[src/rtl/core/crc16_pkg.sv]
package crc16_pkg;

    localparam int QUEUE_DEPTH_DEFAULT = 4;

    localparam int CFG_INDEX_W = 3;
    localparam int CFG_DATA_W  = 16;

    localparam logic [CFG_INDEX_W-1:0] REG_POLYNOMIAL     = 3'd0;
    localparam logic [CFG_INDEX_W-1:0] REG_INITIAL_VALUE  = 3'd1;
    localparam logic [CFG_INDEX_W-1:0] REG_REFLECT_INPUT  = 3'd2;
    localparam logic [CFG_INDEX_W-1:0] REG_REFLECT_OUTPUT = 3'd3;
    localparam logic [CFG_INDEX_W-1:0] REG_FINAL_XOR      = 3'd4;

    localparam logic [15:0] POLYNOMIAL_RESET     = 16'h1021;
    localparam logic [15:0] INITIAL_VALUE_RESET  = 16'h0000;
    localparam logic        REFLECT_INPUT_RESET  = 1'b1;
    localparam logic        REFLECT_OUTPUT_RESET = 1'b1;
    localparam logic [15:0] FINAL_XOR_RESET      = 16'h0000;
    localparam logic [15:0] CRC_RESET            = 16'h0000;
    localparam logic [15:0] CRC_TOP_BIT          = 16'h8000;

    typedef struct packed {
        logic [15:0] polynomial;
        logic [15:0] initial_value;
        logic        reflect_input;
        logic        reflect_output;
        logic [15:0] final_xor;
    } crc_cfg_t;

    typedef struct packed {
        logic [7:0] data;
        logic       present;
        logic       start;
        logic       last;
    } crc_op_t;

    typedef struct packed {
        logic full;
        logic empty;
    } queue_status_t;

    function automatic logic [7:0] rev8(input logic [7:0] v);
        logic [7:0] r;
        for (int k = 0; k < 8; k++) begin
            r[k] = v[7-k];
        end
        return r;
    endfunction

    function automatic logic [15:0] rev16(input logic [15:0] v);
        logic [15:0] r;
        for (int k = 0; k < 16; k++) begin
            r[k] = v[15-k];
        end
        return r;
    endfunction

    function automatic logic [15:0] absorb_byte(input logic [15:0] crc,
                                                input logic [7:0]  b,
                                                input logic [15:0] poly);
        logic [15:0] c;
        c = crc ^ {b, 8'h00};
        for (int k = 0; k < 8; k++) begin
            if ((c & CRC_TOP_BIT) != 16'h0000) begin
                c = {c[14:0], 1'b0} ^ poly;
            end else begin
                c = {c[14:0], 1'b0};
            end
        end
        return c;
    endfunction

endpackage

[src/rtl/core/crc16_front.sv]
module crc16_front
    import crc16_pkg::*;
(
    input  logic          aresetn,
    input  crc_cfg_t      cfg,
    input  logic          s_valid,
    output logic          s_ready,
    input  logic [7:0]    s_data_byte,
    input  logic          s_byte_present,
    input  logic          s_start_of_message,
    input  logic          s_end_of_message,
    input  queue_status_t q_status,
    output logic          q_wr,
    output crc_op_t       q_wr_op
);

    assign s_ready = aresetn && !q_status.full;
    assign q_wr    = s_valid && s_ready;

    // byte is put in msb-first order here so the back end never reflects an input byte
    always_comb begin
        q_wr_op.present = s_byte_present;
        q_wr_op.start   = s_start_of_message;
        q_wr_op.last    = s_end_of_message;
        if (!s_byte_present) begin
            q_wr_op.data = 8'h00;
        end else if (cfg.reflect_input) begin
            q_wr_op.data = rev8(s_data_byte);
        end else begin
            q_wr_op.data = s_data_byte;
        end
    end

endmodule

[src/rtl/core/crc16_queue.sv]
module crc16_queue
    import crc16_pkg::*;
#(
    parameter int DEPTH = QUEUE_DEPTH_DEFAULT
) (
    input  logic          aclk,
    input  logic          aresetn,
    input  logic          wr,
    input  crc_op_t       wr_op,
    input  logic          rd,
    output crc_op_t       rd_op,
    output queue_status_t status
);

    localparam int PTR_W = (DEPTH > 1) ? $clog2(DEPTH) : 1;
    localparam int CNT_W = $clog2(DEPTH + 1);

    crc_op_t mem [DEPTH];

    logic [PTR_W-1:0] wr_ptr_reg, wr_ptr_next;
    logic [PTR_W-1:0] rd_ptr_reg, rd_ptr_next;
    logic [CNT_W-1:0] count_reg, count_next;

    function automatic logic [PTR_W-1:0] ptr_inc(input logic [PTR_W-1:0] p);
        logic [PTR_W-1:0] n;
        if (p == PTR_W'(DEPTH - 1)) begin
            n = '0;
        end else begin
            n = p + 1'b1;
        end
        return n;
    endfunction

    assign status.full  = (count_reg == CNT_W'(DEPTH));
    assign status.empty = (count_reg == '0);
    assign rd_op        = mem[rd_ptr_reg];

    always_comb begin
        wr_ptr_next = wr ? ptr_inc(wr_ptr_reg) : wr_ptr_reg;
        rd_ptr_next = rd ? ptr_inc(rd_ptr_reg) : rd_ptr_reg;
        count_next  = count_reg;
        if (wr && !rd) begin
            count_next = count_reg + 1'b1;
        end else if (rd && !wr) begin
            count_next = count_reg - 1'b1;
        end
    end

    always_ff @(posedge aclk) begin
        if (!aresetn) begin
            wr_ptr_reg <= '0;
            rd_ptr_reg <= '0;
            count_reg  <= '0;
        end else begin
            wr_ptr_reg <= wr_ptr_next;
            rd_ptr_reg <= rd_ptr_next;
            count_reg  <= count_next;
        end
    end

    always_ff @(posedge aclk) begin
        if (wr) begin
            mem[wr_ptr_reg] <= wr_op;
        end
    end

endmodule

[src/rtl/core/crc16_back.sv]
module crc16_back
    import crc16_pkg::*;
(
    input  logic          aclk,
    input  logic          aresetn,
    input  crc_cfg_t      cfg,
    input  queue_status_t q_status,
    input  crc_op_t       q_rd_op,
    output logic          q_rd,
    output logic          m_valid,
    input  logic          m_ready,
    output logic [15:0]   m_crc_value
);

    logic [15:0] crc_reg, crc_next;
    logic        m_valid_reg, m_valid_next;
    logic [15:0] m_crc_value_reg, m_crc_value_next;

    logic [15:0] crc_base;
    logic [15:0] crc_done;
    logic        out_free;

    assign out_free = !m_valid_reg || m_ready;
    // an end request waits for the output slot, others pass straight through
    assign q_rd     = !q_status.empty && (!q_rd_op.last || out_free);

    always_comb begin
        crc_base = q_rd_op.start ? cfg.initial_value : crc_reg;
        crc_done = q_rd_op.present ? absorb_byte(crc_base, q_rd_op.data, cfg.polynomial)
                                   : crc_base;
        crc_next = q_rd ? crc_done : crc_reg;

        m_valid_next     = m_valid_reg;
        m_crc_value_next = m_crc_value_reg;
        if (q_rd && q_rd_op.last) begin
            m_valid_next     = 1'b1;
            m_crc_value_next = (cfg.reflect_output ? rev16(crc_done) : crc_done)
                               ^ cfg.final_xor;
        end else if (m_ready) begin
            m_valid_next = 1'b0;
        end
    end

    always_ff @(posedge aclk) begin
        if (!aresetn) begin
            crc_reg     <= CRC_RESET;
            m_valid_reg <= 1'b0;
        end else begin
            crc_reg     <= crc_next;
            m_valid_reg <= m_valid_next;
        end
    end

    always_ff @(posedge aclk) begin
        m_crc_value_reg <= m_crc_value_next;
    end

    assign m_valid     = m_valid_reg;
    assign m_crc_value = m_crc_value_reg;

endmodule

[src/rtl/core/crc16_configurable.sv]
// channel   | direction | handshake           | payload
// ----------+-----------+---------------------+---------------------------------------------
// s_        | in        | s_valid / s_ready   | data_byte, byte_present, start/end_of_message
// m_        | out       | m_valid / m_ready   | crc_value
// cfg_      | in        | cfg_we              | cfg_index, cfg_wdata
//
// one request per cycle sustained while the queue is not full; the eight xor-shift steps
// of a byte run combinationally in the back end, and each result is held in a register
// a request queue of QUEUE_DEPTH entries lets requests keep arriving while a result waits
// synchronous active-low reset clears the queue, the crc register and the output slot
// only end requests wait on m_ready; byte requests go on while a result is held
module crc16_configurable
    import crc16_pkg::*;
#(
    parameter int QUEUE_DEPTH = QUEUE_DEPTH_DEFAULT
) (
    input  logic                   aclk,
    input  logic                   aresetn,
    input  logic                   cfg_we,
    input  logic [CFG_INDEX_W-1:0] cfg_index,
    input  logic [CFG_DATA_W-1:0]  cfg_wdata,
    input  logic                   s_valid,
    output logic                   s_ready,
    input  logic [7:0]             s_data_byte,
    input  logic                   s_byte_present,
    input  logic                   s_start_of_message,
    input  logic                   s_end_of_message,
    output logic                   m_valid,
    input  logic                   m_ready,
    output logic [15:0]            m_crc_value
);

    crc_cfg_t      cfg_reg, cfg_next;
    queue_status_t q_status;
    logic          q_wr, q_rd;
    crc_op_t       q_wr_op, q_rd_op;

    always_comb begin
        cfg_next = cfg_reg;
        if (cfg_we) begin
            unique case (cfg_index)
                REG_POLYNOMIAL:     cfg_next.polynomial     = cfg_wdata;
                REG_INITIAL_VALUE:  cfg_next.initial_value  = cfg_wdata;
                REG_REFLECT_INPUT:  cfg_next.reflect_input  = cfg_wdata[0];
                REG_REFLECT_OUTPUT: cfg_next.reflect_output = cfg_wdata[0];
                REG_FINAL_XOR:      cfg_next.final_xor      = cfg_wdata;
                default:            cfg_next = cfg_reg;
            endcase
        end
    end

    always_ff @(posedge aclk) begin
        if (!aresetn) begin
            cfg_reg.polynomial     <= POLYNOMIAL_RESET;
            cfg_reg.initial_value  <= INITIAL_VALUE_RESET;
            cfg_reg.reflect_input  <= REFLECT_INPUT_RESET;
            cfg_reg.reflect_output <= REFLECT_OUTPUT_RESET;
            cfg_reg.final_xor      <= FINAL_XOR_RESET;
        end else begin
            cfg_reg <= cfg_next;
        end
    end

    crc16_front u_front (
        .aresetn            (aresetn),
        .cfg                (cfg_reg),
        .s_valid            (s_valid),
        .s_ready            (s_ready),
        .s_data_byte        (s_data_byte),
        .s_byte_present     (s_byte_present),
        .s_start_of_message (s_start_of_message),
        .s_end_of_message   (s_end_of_message),
        .q_status           (q_status),
        .q_wr               (q_wr),
        .q_wr_op            (q_wr_op)
    );

    crc16_queue #(
        .DEPTH (QUEUE_DEPTH)
    ) u_queue (
        .aclk    (aclk),
        .aresetn (aresetn),
        .wr      (q_wr),
        .wr_op   (q_wr_op),
        .rd      (q_rd),
        .rd_op   (q_rd_op),
        .status  (q_status)
    );

    crc16_back u_back (
        .aclk        (aclk),
        .aresetn     (aresetn),
        .cfg         (cfg_reg),
        .q_status    (q_status),
        .q_rd_op     (q_rd_op),
        .q_rd        (q_rd),
        .m_valid     (m_valid),
        .m_ready     (m_ready),
        .m_crc_value (m_crc_value)
    );

    a_no_write_when_full: assert property (@(posedge aclk) disable iff (!aresetn)
        !(q_wr && q_status.full))
        else $error("queue written while full");

    a_no_read_when_empty: assert property (@(posedge aclk) disable iff (!aresetn)
        q_rd |-> !q_status.empty)
        else $error("queue read while empty");

    a_accept_fills_queue: assert property (@(posedge aclk) disable iff (!aresetn)
        (s_valid && s_ready) |=> !q_status.empty)
        else $error("accepted request missing from queue");

    a_end_gives_result: assert property (@(posedge aclk) disable iff (!aresetn)
        (q_rd && q_rd_op.last) |=> m_valid)
        else $error("end request did not fill the output slot");

endmodule
[config.mk]
export PLATFORM = sky130hd
export DESIGN_NAME = crc16_configurable
export DESIGN_NICKNAME = d
export VERILOG_FILES = /design/src/rtl/core/crc16_pkg.sv /design/src/rtl/core/crc16_front.sv /design/src/rtl/core/crc16_queue.sv /design/src/rtl/core/crc16_back.sv /design/src/rtl/core/crc16_configurable.sv
export SDC_FILE = /design/constraint.sdc
export NUM_CORES = 1
export LEC_CHECK = 0
export BUFFER_PORTS_ARGS = -buffer_cell sky130_fd_sc_hd__clkbuf_2
export CAP_MARGIN = 20
export CORE_UTILIZATION = 30
export DETAILED_ROUTE_END_ITERATION = 12
export PLACE_DENSITY_LB_ADDON = 0.05
export REMOVE_ABC_BUFFERS = 1
export SLEW_MARGIN = 15
export SYNTH_ARGS = -nofsm -noshare
export SYNTH_HDL_FRONTEND = slang
export SYNTH_HIERARCHICAL = 1
export SYNTH_SLANG_ARGS = --single-unit
[constraint.sdc]
create_clock -name aclk -period 13.4 [get_ports aclk]
set_clock_uncertainty 0.15 [all_clocks]
set_input_delay 0.67 -clock aclk [delete_from_list [all_inputs] [get_ports aclk]]
set_output_delay 0.67 -clock aclk [all_outputs]
set_load 0.03 [all_outputs]
==> metrics.yaml <==
status: "complete, no violations"
fin_cells: 1297
required_ns: 13.44
peakVddDrop_v: 0.000147
worst-setup-path-type: "reg2reg"
die_w_um: 173
critPathMaxStageDelay_ns: 0.91
min_path_cells: 2
combPwrFrac: 0.627
track_usage: 0.170
ctsHoldBuffers: 0
synth_largest_area_cell: "edfxtp_1"
wl_per_cell_um: 19.2
switchingPower_w: 0.00130
antenna_found_initial: 0
final_hold_viol_count: 0
routabilityCongestion: 0.823
async_flop_share: 0
drtIter0Drc: 372
dr.pass1.iters: 5
cts_tree: "built"
relSlewSlack: 0.249
initial_core_util: 0.305
netSwitchingFraction: 0.462
path_cells: "mux4_2, mux2_4, xor2_2, o22ai_1, a32oi_2, xor2_2, o22ai_1, o31ai_1, and3_4, xnor2_2, xnor2_2, a21boi_1, o311ai_0, a31oi_1, mux2i_1, xnor2_1"
synth_edf_count: 60
vias: 6418
clkSinkCount: 136
p_int_w: 0.00151
vias_per_cell: 4.95
rows: 62
synth-seq-cells: 136
synth_top_area_share: 0.205
layout_commonest_cell: "nand2_1"
clkTransAtPathRegs_ns: 0.07
netlist_area_mm2: 0.00878
final.setup.tns_ns: 0
worst_pin_slew_ns: 1.12
max_freq_ghz: 0.136
holdWs_ns: 0.309
critPathCaptureType: "register"
syn_to_final_growth_pct: 12.2
rrSetupSlack_ns: 6.05
antenna_cells: 0
ys.flop_type: "dfxtp_1"
grt_pass1_wl_mm: 38.2
postCtsSetupBuffers: 0
dpl.cell_count: 1263
postSynthAreaPerCell_um2: 9.97
maxCapViolCount: 0
crit_slowest_cell: "mux4_2"
synth.area.top_cells: "edfxtp_1, dfxtp_1, mux2i_1, xnor2_1, nand2_1"
clock_latency_ns: 0.43
coreArea_mm2: 0.0288
seqPwrFrac: 0.207
grt_max_degree: 54
wirelength_mm: 25.0
hold_path.class: "reg2reg"
leakage_nw: 3.59
h-tree-depth: 4
finalSetupViolCount: 0
seq_area_frac_synth: 0.378
io_pins: 53
cts_root_buf: "clkbuf_16"
synth.distinct_cells: 80
powerDensity_mw_per_mm2: 284
nets: 942
hpwl_mm: 17.9
post-route-period-util: 0.548
clock_power_share: 0.166
min_period_ns: 7.35
cp.arrival_ns: 7.38
crit_path_start_kind: "register"
largest_register_ffs: 50
port_buffers: 52
cts_buffers: 17
postSynthCellCount: 881
yosysWarnings: 6
postRouteAntennaNets: 0
die_area_mm2: 0.0300
overflow: 0
cts-resized-gates: 0
path_max_fanout: 18
drc: 0
drive_above_1_share: 0.164
slew_violations: 0
rsz0062_at_grt: "false"
die_h_um: 173
cts_buffer_depth: 2
grt_pass1_vias: 6305
rr_worst_depth: 16
layout_common_cells: "nand2_1, xnor2_1, mux2i_1"
-- power by group through the flow --
stage / logic, W / registers, W / clock network, W
floorplan: 0.00127 / 0.000629 / 0
global placement: 0.00174 / 0.000590 / 0
detailed placement: 0.00175 / 0.000592 / 0
CTS: 0.00176 / 0.000584 / 0.000480
global route: 0.00189 / 0.000590 / 0.000499
finish: 0.00176 / 0.000581 / 0.000466
-- final timing paths --
| check | startpoint | end |
|---|---|---|
| min | u_back/crc_reg[11] | u_back/crc_reg[11] |
| max | register | u_back/m_crc_value[3] |
| min reg2reg | u_back/crc_reg[11] | u_back/crc_reg[11] |
| max reg2reg | register | u_back/m_crc_value[3] |
-- critical path, delay by kind of cell (launching register included) --
kind / cells / cell delay, ns
multiplexers: 3 / 1.52
XOR/XNOR: 5 / 1.44
flip-flops: 1 / 0.82
AO/OA/AOI/OAI: 7 / 2.84
AND/OR/NAND/NOR: 1 / 0.33
-- metal layers --
| layer | track usage | part of all wire |
|---|---|---|
| met3 | 0.0303 | 0.031 |
| met4 | 0.0549 | 0.017 |
| met2 | 0.302 | 0.51 |
| met1 | 0.208 | 0.44 |
| met5 | 0 | 0 |
-- kinds of logic (layout without fill, tap and decap cells) --
kind of cell / Yosys count / after routing / share of synthesized area
AND/OR/NAND/NOR: 278 / 278 / 0.149
AO/OA/AOI/OAI: 138 / 138 / 0.116
flip-flops: 136 / 136 / 0.378
XOR/XNOR: 126 / 126 / 0.141
multiplexers: 112 / 112 / 0.155
buffers and inverters: 84 / 116 / 0.0496
adder cells (fa/ha/maj): 7 / 7 / 0.0108
-- metrics by stage --
stage / power [W] / area [um^2] / setup WS (ns) / utilization
floorplan: 0.00190 / 8410 / 6.94 / -
finish: 0.00280 / 9860 / 6.05 / 0.342
global route: 0.00298 / 9860 / 5.56 / 0.342
CTS: 0.00283 / 9840 / 5.83 / 0.342
global placement: 0.00233 / 9260 / 6.00 / 0.322
detailed placement: 0.00234 / 9260 / 5.84 / 0.322
-- cell type report --
cell class,count,area [um^2]
clock buffer,18,429
clock inverter,14,149
fill,2929,18900
inverter,16,60.1
multi-input combinational,661,5030
sequential,136,3320
tap,384,480
timing repair buffer,68,383
-- Yosys cell counts (7+ instances only) --
library cell / instances
nor2b_1: 25
xor2_1: 18
xnor2_1: 95
a311o_1: 7
nand3_1: 25
o21ai_1: 7
a21oi_1: 18
mux2_2: 7
buf_2: 13
mux4_2: 16
buf_4: 7
a31oi_1: 9
a21boi_1: 7
mux2i_1: 86
inv_1: 14
nand2_1: 152
edfxtp_1: 60
nor3_1: 9
dfxtp_1: 76
o21ai_0: 26
and2_1: 16
nor2_1: 24
clkbuf_1: 37
Power figures use the tool's default switching activity.
